==> src/rtl/pdb_pkg.sv <==
// Types, constants and decode functions of the pipeline decode bypass block.
// Depends on nothing; used by every module of the block.
package pdb_pkg;

	localparam int unsigned DataW    = 64;
	localparam int unsigned RegW     = 4;
	localparam int unsigned NumRegs  = 15;
	localparam int unsigned NumSlots = 5;

	typedef enum logic [1:0] {
		OP_WRITE  = 2'd0,
		OP_BYPASS = 2'd1,
		OP_DECODE = 2'd2
	} op_t;

	localparam logic [3:0] IRRMOVQ = 4'd2;
	localparam logic [3:0] IIRMOVQ = 4'd3;
	localparam logic [3:0] IRMMOVQ = 4'd4;
	localparam logic [3:0] IMRMOVQ = 4'd5;
	localparam logic [3:0] IOPQ    = 4'd6;
	localparam logic [3:0] ICALL   = 4'd8;
	localparam logic [3:0] IRET    = 4'd9;
	localparam logic [3:0] IPUSHQ  = 4'd10;
	localparam logic [3:0] IPOPQ   = 4'd11;

	localparam logic [RegW-1:0] RSP   = 4'd4;
	localparam logic [RegW-1:0] RNONE = 4'd15;

	localparam logic [2:0] SLOT_EE = 3'd0;
	localparam logic [2:0] SLOT_ME = 3'd1;
	localparam logic [2:0] SLOT_MM = 3'd2;
	localparam logic [2:0] SLOT_WE = 3'd3;
	localparam logic [2:0] SLOT_WM = 3'd4;

	typedef logic [2:0] slot_idx_t;

	// Priority order of the bypass sources, highest first.
	localparam slot_idx_t ORDER_A [NumSlots] = '{SLOT_EE, SLOT_MM, SLOT_ME, SLOT_WE, SLOT_WM};
	localparam slot_idx_t ORDER_B [NumSlots] = '{SLOT_EE, SLOT_ME, SLOT_MM, SLOT_WE, SLOT_WM};

	typedef struct packed {
		logic [1:0]       operation;
		logic [3:0]       icode;
		logic [RegW-1:0]  reg_a;
		logic [RegW-1:0]  reg_b;
		logic [2:0]       slot;
		logic [RegW-1:0]  dest_reg;
		logic [DataW-1:0] value;
	} req_t;

	typedef struct packed {
		logic [RegW-1:0]  src_a;
		logic [RegW-1:0]  src_b;
		logic [RegW-1:0]  dst_e;
		logic [RegW-1:0]  dst_m;
		logic [DataW-1:0] val_a;
		logic [DataW-1:0] val_b;
	} rsp_t;

	// Registered outcome of the bypass search for one operand.
	typedef struct packed {
		logic             hit;
		logic [DataW-1:0] value;
	} fwd_t;

	function automatic logic [RegW-1:0] pick_src_a(logic [3:0] ic, logic [RegW-1:0] ra);
		logic [RegW-1:0] r;
		r = RNONE;
		if (ic inside {IRRMOVQ, IRMMOVQ, IOPQ, IPUSHQ}) r = ra;
		else if (ic inside {IPOPQ, IRET}) r = RSP;
		return r;
	endfunction

	function automatic logic [RegW-1:0] pick_src_b(logic [3:0] ic, logic [RegW-1:0] rb);
		logic [RegW-1:0] r;
		r = RNONE;
		if (ic inside {IOPQ, IRMMOVQ, IMRMOVQ}) r = rb;
		else if (ic inside {IPUSHQ, IPOPQ, ICALL, IRET}) r = RSP;
		return r;
	endfunction

	function automatic logic [RegW-1:0] pick_dst_e(logic [3:0] ic, logic [RegW-1:0] rb);
		logic [RegW-1:0] r;
		r = RNONE;
		if (ic inside {IRRMOVQ, IIRMOVQ, IOPQ}) r = rb;
		else if (ic inside {IPUSHQ, IPOPQ, ICALL, IRET}) r = RSP;
		return r;
	endfunction

	function automatic logic [RegW-1:0] pick_dst_m(logic [3:0] ic, logic [RegW-1:0] ra);
		logic [RegW-1:0] r;
		r = RNONE;
		if (ic inside {IMRMOVQ, IPOPQ}) r = ra;
		return r;
	endfunction

endpackage

==> src/rtl/pipeline_decode_bypass.sv <==
// Y86-64 decode stage with register file and five-source bypass network.
// Depends on pdb_pkg, pdb_regfile and pdb_bypass.
// Path: a decode passes stage one and then the result register before it is on the outputs.
// Throughput: one transaction per cycle while the input is not stalled; a stalled result holds a decode in stage one.
// Reset: arst_n clears the register file valid bits, bypass sources and pipe valids.
module pipeline_decode_bypass (
	input  logic          clk,
	input  logic          arst_n,
	input  logic          req_valid,
	output logic          req_stall,
	input  pdb_pkg::req_t req,
	output logic          rsp_valid,
	input  logic          rsp_stall,
	output pdb_pkg::rsp_t rsp
);
	import pdb_pkg::*;

	// Acceptance of a transaction and what kind it is. Register writes and
	// bypass updates take effect at the accepting edge and give no result.
	logic req_acc;
	logic wr_acc;
	logic set_acc;
	logic dec_acc;

	// Register selections worked out from the incoming instruction.
	logic [RegW-1:0] sel_src_a;
	logic [RegW-1:0] sel_src_b;

	// Stage one: selections, bypass search result and register file read.
	logic            vld_s1;
	logic [RegW-1:0] src_a_s1;
	logic [RegW-1:0] src_b_s1;
	logic [RegW-1:0] dst_e_s1;
	logic [RegW-1:0] dst_m_s1;
	fwd_t            fwd_a_s1;
	fwd_t            fwd_b_s1;
	logic [DataW-1:0] rd_a_s1;
	logic [DataW-1:0] rd_b_s1;

	// Result register.
	logic rsp_valid_q;
	rsp_t rsp_q;
	rsp_t rsp_next;
	logic out_free;

	assign req_acc = req_valid && !req_stall;
	assign wr_acc  = req_acc && (req.operation == OP_WRITE);
	assign set_acc = req_acc && (req.operation == OP_BYPASS);
	assign dec_acc = req_acc && (req.operation == OP_DECODE);

	// The result register can take stage one when it is empty or being drained.
	// Stage one only stalls the input while it holds a decode that cannot move.
	assign out_free  = !rsp_valid_q || !rsp_stall;
	assign req_stall = vld_s1 && !out_free;

	assign sel_src_a = pick_src_a(req.icode, req.reg_a);
	assign sel_src_b = pick_src_b(req.icode, req.reg_b);

	// The register file and bypass sources are read at the edge that accepts
	// the decode, so later writes cannot disturb an item waiting in stage one.
	pdb_regfile u_regfile (
		.clk       (clk),
		.arst_n    (arst_n),
		.wr_en     (wr_acc),
		.wr_addr   (req.dest_reg),
		.wr_data   (req.value),
		.rd_en     (dec_acc),
		.rd_addr_a (sel_src_a),
		.rd_addr_b (sel_src_b),
		.rd_data_a (rd_a_s1),
		.rd_data_b (rd_b_s1)
	);

	pdb_bypass u_bypass (
		.clk       (clk),
		.arst_n    (arst_n),
		.set_en    (set_acc),
		.set_slot  (req.slot),
		.set_dest  (req.dest_reg),
		.set_value (req.value),
		.look_en   (dec_acc),
		.src_a     (sel_src_a),
		.src_b     (sel_src_b),
		.fwd_a     (fwd_a_s1),
		.fwd_b     (fwd_b_s1)
	);

	always_ff @(posedge clk or negedge arst_n) begin
		if (!arst_n) begin
			vld_s1 <= 1'b0;
		end else if (dec_acc) begin
			vld_s1 <= 1'b1;
		end else if (out_free) begin
			vld_s1 <= 1'b0;
		end
	end

	always_ff @(posedge clk) begin
		if (dec_acc) begin
			src_a_s1 <= sel_src_a;
			src_b_s1 <= sel_src_b;
			dst_e_s1 <= pick_dst_e(req.icode, req.reg_b);
			dst_m_s1 <= pick_dst_m(req.icode, req.reg_a);
		end
	end

	// A none source gives zero; otherwise a bypass hit beats the register file.
	always_comb begin
		rsp_next.src_a = src_a_s1;
		rsp_next.src_b = src_b_s1;
		rsp_next.dst_e = dst_e_s1;
		rsp_next.dst_m = dst_m_s1;
		if (src_a_s1 == RNONE) rsp_next.val_a = '0;
		else if (fwd_a_s1.hit) rsp_next.val_a = fwd_a_s1.value;
		else rsp_next.val_a = rd_a_s1;
		if (src_b_s1 == RNONE) rsp_next.val_b = '0;
		else if (fwd_b_s1.hit) rsp_next.val_b = fwd_b_s1.value;
		else rsp_next.val_b = rd_b_s1;
	end

	always_ff @(posedge clk or negedge arst_n) begin
		if (!arst_n) begin
			rsp_valid_q <= 1'b0;
		end else if (out_free) begin
			rsp_valid_q <= vld_s1;
		end
	end

	always_ff @(posedge clk) begin
		if (out_free && vld_s1) begin
			rsp_q <= rsp_next;
		end
	end

	assign rsp_valid = rsp_valid_q;
	assign rsp       = rsp_q;

endmodule

==> src/rtl/pdb_regfile.sv <==
// Register file of the decode block: one write port and two registered read ports.
// Depends on pdb_pkg.
module pdb_regfile (
	input  logic                     clk,
	input  logic                     arst_n,
	input  logic                     wr_en,
	input  logic [pdb_pkg::RegW-1:0] wr_addr,
	input  logic [pdb_pkg::DataW-1:0] wr_data,
	input  logic                     rd_en,
	input  logic [pdb_pkg::RegW-1:0] rd_addr_a,
	input  logic [pdb_pkg::RegW-1:0] rd_addr_b,
	output logic [pdb_pkg::DataW-1:0] rd_data_a,
	output logic [pdb_pkg::DataW-1:0] rd_data_b
);
	import pdb_pkg::*;

	logic [DataW-1:0]   mem_q [NumRegs];
	logic [NumRegs-1:0] vld_q;
	logic [DataW-1:0]   rd_a_q;
	logic [DataW-1:0]   rd_b_q;
	logic               wr_ok;

	// The none specifier addresses no entry, so writes to it are dropped.
	assign wr_ok = wr_en && (wr_addr != RNONE);

	always_ff @(posedge clk or negedge arst_n) begin
		if (!arst_n) begin
			vld_q <= '0;
		end else if (wr_ok) begin
			vld_q[wr_addr] <= 1'b1;
		end
	end

	always_ff @(posedge clk) begin
		if (wr_ok) begin
			mem_q[wr_addr] <= wr_data;
		end
	end

	// Entries never written since reset read as zero.
	always_ff @(posedge clk) begin
		if (rd_en) begin
			if (rd_addr_a != RNONE && vld_q[rd_addr_a]) rd_a_q <= mem_q[rd_addr_a];
			else rd_a_q <= '0;
			if (rd_addr_b != RNONE && vld_q[rd_addr_b]) rd_b_q <= mem_q[rd_addr_b];
			else rd_b_q <= '0;
		end
	end

	assign rd_data_a = rd_a_q;
	assign rd_data_b = rd_b_q;

endmodule

==> src/rtl/pdb_bypass.sv <==
// Bypass source registers and the priority search for both operands.
// Depends on pdb_pkg.
module pdb_bypass (
	input  logic                      clk,
	input  logic                      arst_n,
	input  logic                      set_en,
	input  logic [2:0]                set_slot,
	input  logic [pdb_pkg::RegW-1:0]  set_dest,
	input  logic [pdb_pkg::DataW-1:0] set_value,
	input  logic                      look_en,
	input  logic [pdb_pkg::RegW-1:0]  src_a,
	input  logic [pdb_pkg::RegW-1:0]  src_b,
	output pdb_pkg::fwd_t             fwd_a,
	output pdb_pkg::fwd_t             fwd_b
);
	import pdb_pkg::*;

	logic [RegW-1:0]  dest_q  [NumSlots];
	logic [DataW-1:0] value_q [NumSlots];
	fwd_t             fwd_a_q;
	fwd_t             fwd_b_q;
	fwd_t             find_a;
	fwd_t             find_b;

	always_ff @(posedge clk or negedge arst_n) begin
		if (!arst_n) begin
			for (int i = 0; i < NumSlots; i++) begin
				dest_q[i]  <= RNONE;
				value_q[i] <= '0;
			end
		end else if (set_en && set_slot < 3'(NumSlots)) begin
			dest_q[set_slot]  <= set_dest;
			value_q[set_slot] <= set_value;
		end
	end

	// Walk from the lowest priority up so the first match in the order wins.
	always_comb begin
		find_a = '0;
		find_b = '0;
		for (int k = NumSlots - 1; k >= 0; k--) begin
			if (dest_q[ORDER_A[k]] == src_a) begin
				find_a.hit   = 1'b1;
				find_a.value = value_q[ORDER_A[k]];
			end
			if (dest_q[ORDER_B[k]] == src_b) begin
				find_b.hit   = 1'b1;
				find_b.value = value_q[ORDER_B[k]];
			end
		end
	end

	always_ff @(posedge clk) begin
		if (look_en) begin
			fwd_a_q <= find_a;
			fwd_b_q <= find_b;
		end
	end

	assign fwd_a = fwd_a_q;
	assign fwd_b = fwd_b_q;

endmodule

==> config.mk <==
export PLATFORM = sky130hd
export DESIGN_NAME = pipeline_decode_bypass
export DESIGN_NICKNAME = d
export VERILOG_FILES = /design/src/rtl/pdb_pkg.sv /design/src/rtl/pipeline_decode_bypass.sv /design/src/rtl/pdb_regfile.sv /design/src/rtl/pdb_bypass.sv
export SDC_FILE = /design/constraint.sdc
export NUM_CORES = 2
export LEC_CHECK = 0
export ABC_AREA = 1
export BUFFER_PORTS_ARGS = -buffer_cell sky130_fd_sc_hd__clkbuf_2
export CORE_MARGIN = 2
export CORE_UTILIZATION = 47
export DETAILED_ROUTE_END_ITERATION = 8
export GPL_ROUTABILITY_DRIVEN = 0
export PLACE_DENSITY_LB_ADDON = 0.12
export REMOVE_ABC_BUFFERS = 1
export SETUP_SLACK_MARGIN = 0.05
export SLEW_MARGIN = 5
export SYNTH_ARGS = -nofsm -noshare
export SYNTH_HDL_FRONTEND = slang
export SYNTH_SLANG_ARGS = --single-unit
==> constraint.sdc <==
create_clock -name clk -period 12.5 [get_ports clk]
set_input_delay 1.875 -clock clk [delete_from_list [all_inputs] [get_ports clk]]
set_output_delay 1.875 -clock clk [all_outputs]
set_load 0.02 [all_outputs]
==> key figures <==
Placed design
  • HPWL Detailed: between 150 and 200 mm
  • Port Buf Inserts: 234
  • Post-place setup slack: 5.611 ns

CTS
  • Setup bufs post-CTS: 0
  • Post_cts resized: 0
  • Clock transition at path regs: 0.06 ns
  • Clock tree buffer depth: 3
  • Max H-tree Level: 4
  • CTS sink cnt: 1735
  • Cts hold-fix bufs: 0
  • TritonCTS Buffers: about 190
  • CTS tree: built
  • Worst-Skew Late Latency: around 0.86 ns
  • Root buf cell: clkbuf_16

Cells and area
  • Layout cells sized above 1: 0.09698
  • Fillcell total: 15890
  • Most common cell after layout, fill and taps aside: nand2_1
  • Area grow syn2layout: 10.78%
  • Final net count: 8887
  • Most frequent cells in the layout: nand2_1, edfxtp_1, o21ai_0

Worst hold path
  • HP Class: register to register

Pwr
  • Pleak: 37.57 nW
  • VDD IR max: 0.1273 mV
  • Power, Total: 13.99 mW
  • PwrDens: between 150 and 200 nW/um2

STA
  • Skew final: 0.02925 ns
  • Measured slew at the worst slew-check pin: 1.251 ns
  • Fmax: between 0.15 and 0.2 GHz
  • Final WS setup: 6.283 ns
  • Final hold violations: 0
  • Fin crit period: 6.217 ns
  • RSZ-0062 raised after global routing: no
  • Worst slew margin: 0.1659
  • Count of final max-slew check failures: 0
  • Final setup viols: 0
  • Tcrit/Tclk final: 0.4973

Yosys
  • Post-synth ARST share: 0.2058
  • Number of synthesized flops with an enable pin: 1378
  • Count of unique library cells instantiated by Yosys: 37
  • Flop and latch count out of synthesis: 1735
  • Synth warn: 0
  • Top FF cell, synth: edfxtp_1
  • Post-Syn Instances: between 8000 and 9000
  • Synthesized area: 83570 um2
  • Register area share after synthesis: 0.6024
  • Syn avg cell area: 9.408 um2

Floorplan
  • Starting density of the core: 0.4735
  • Die Y: 425.7 um
  • Die width: approximately 430 um
  • Core area: 176500 um2
  • Number of placement rows: 154
  • Total die area: 181200 um2
  • Num ports: 235

Global routing
  • Number of global-route vias before repair: 62840
  • Initial antenna violation count: 11
  • Largest net degree at the start of global routing: 219
  • Congestion Overflow GR: 0
  • First-pass GRT wire length: around 420 mm
  • Total GRT Usage: 0.3134

Detailed routing
  • Total wire length after detailed routing: approximately 290 mm
  • Vias after detailed routing: between 60000 and 70000
  • Detailed Routing Iterations Pass 1: 8
  • Routed WL per cell: 25.63 um
  • DRC violations left: 0
  • Iter 0 DRT Violations: 9257
  • Number of nets with antenna violations after routing: 0
  • Post-DR vias/cell: around 6

Worst setup path
  • Setup Crit Path Kind: input pin to register
  • Critical path cell sequence: clkbuf_2 -> inv_2 -> nor2_2 -> nand2_1 -> nand2_8 -> buf_4 -> buf_4 -> buf_4 -> nand2_1 -> nand3_1 -> nand3_1 -> nand3_1 -> nand2_1 -> nor2_1
  • Crit-path slowest cell: buf_4
  • Critical Path Source Type: input pin
  • CP arrival: 6.90 ns
  • Required time of the critical path: 13.18 ns
  • Worst-path fanout max: between 100 and 150
  • Crit. End Element: register
  • Max incr delay on CP: just under 0.9 ns
  • R2R setup slack: 8.02 ns
  • Worst path bufs/invs: 5
  • Crit path max-delay family: buffers and inverters

Flow run
  • Max-Cap Viols: 0

Outcome
  • Status: finished, final reports clean
-- cell families after synthesis --
logic type                share of synthesized area
muxes                                       0.01725
AOI/OAI and AO/OA                            0.1335
DFF                                          0.6024
xor gates and xnor gates                  0.0007336
buffers and inverters                       0.07491
and+or+nand+nor                              0.1712
-- state kept, by name (all words and copies together) (netlist names) --
signal	cells
dst_e_s1	4
dst_m_s1	4
rsp	144
rsp_valid	1
src_a_s1	4
src_b_s1	4
u_bypass.dest_q	20
u_bypass.fwd_a	65
u_bypass.fwd_b	65
u_bypass.value_q	320
u_regfile.mem_q	960
u_regfile.rd_data_a	64
u_regfile.rd_data_b	64
u_regfile.vld_q	15
vld_s1	1
-- synth_stat cells, drive strengths merged (20+ instances only) --
master | count | share of area
nor2 | 232 | 0.011
dfrtp | 337 | 0.10
mux2 | 128 | 0.017
nand3 | 892 | 0.054
buf | 320 | 0.019
clkbuf | 320 | 0.014
inv | 919 | 0.041
o211ai | 494 | 0.044
edfxtp | 1378 | 0.50
o21ai | 993 | 0.059
dfstp | 20 | 0.0063
a21oi | 488 | 0.029
nand2 | 2330 | 0.11
-- cell type report --
type,instances,area (um2),share of cell area
Antenna cell,5,12.51,0.0001351
Tap cell,2340,2928,0.03163
Inverter,920,3483,0.03763
Timing Repair Buffer,364,2207,0.02384
Clock inverter,96,1016,0.01097
Sequential cell,1735,50340,0.5437
Multi-Input combinational cell,5588,27350,0.2954
Clock buffer,258,5243,0.05663
-- worst reg2reg max path: cells and delay by family, from the launching register on --
kind                   cells  cell delay [ns]
AO/OA/AOI/OAI              1             0.07
buffers and inverters      3             1.47
flip-flops                 1             0.43
AND/OR/NAND/NOR            4             2.12
-- report_power, final --
part / internal (mW) / switching [mW]
combinational: 0.408 / 1.19
sequential: 6.53 / 0.172
clock: 3.29 / 2.39
-- worst paths after layout --
| path | start | cells after the start | endpoint |
|---|---|---|---|
| setup / recovery | req[82] | 14 | u_regfile.rd_data_a[41] |
| hold / removal | dst_e_s1[0] | 0 | rsp[132] |
| setup reg to reg | rsp_valid | 8 | u_regfile.mem_q[0][41] |
| hold reg to reg | dst_e_s1[0] | 0 | rsp[132] |
| max in group asynchronous | arst_n | 2 | u_regfile.vld_q[13] |
| min in group asynchronous | arst_n | 1 | u_bypass.value_q[307] |
-- routing by layer --
metal,track usage,up-vias,routed length (um)
met1,0.4356,32660,118000
met3,0.07273,661,32550
met5,0,-,47
met4,0.1154,8,10180
li1,-,30210,-
met2,0.4796,4017,129000
-- per-stage QoR --
stage | TNS [ns] | instance area (um2) | utilization | cells | hold slack [ns]
floorplan | -633.48 | 80760 | - | 8243 | 0.4003
global placement | 0 | 86310 | 0.4890 | 10950 | 0.4049
detailed placement | 0 | 86310 | 0.4890 | 10950 | 0.4054
CTS | 0 | 92570 | 0.5245 | 11300 | 0.4291
global route | 0 | 92570 | 0.5245 | 11300 | 0.4321
finish | 0 | 92580 | 0.5245 | 11310 | 0.4252
Note: power is estimated with default switching activity, not from simulation.
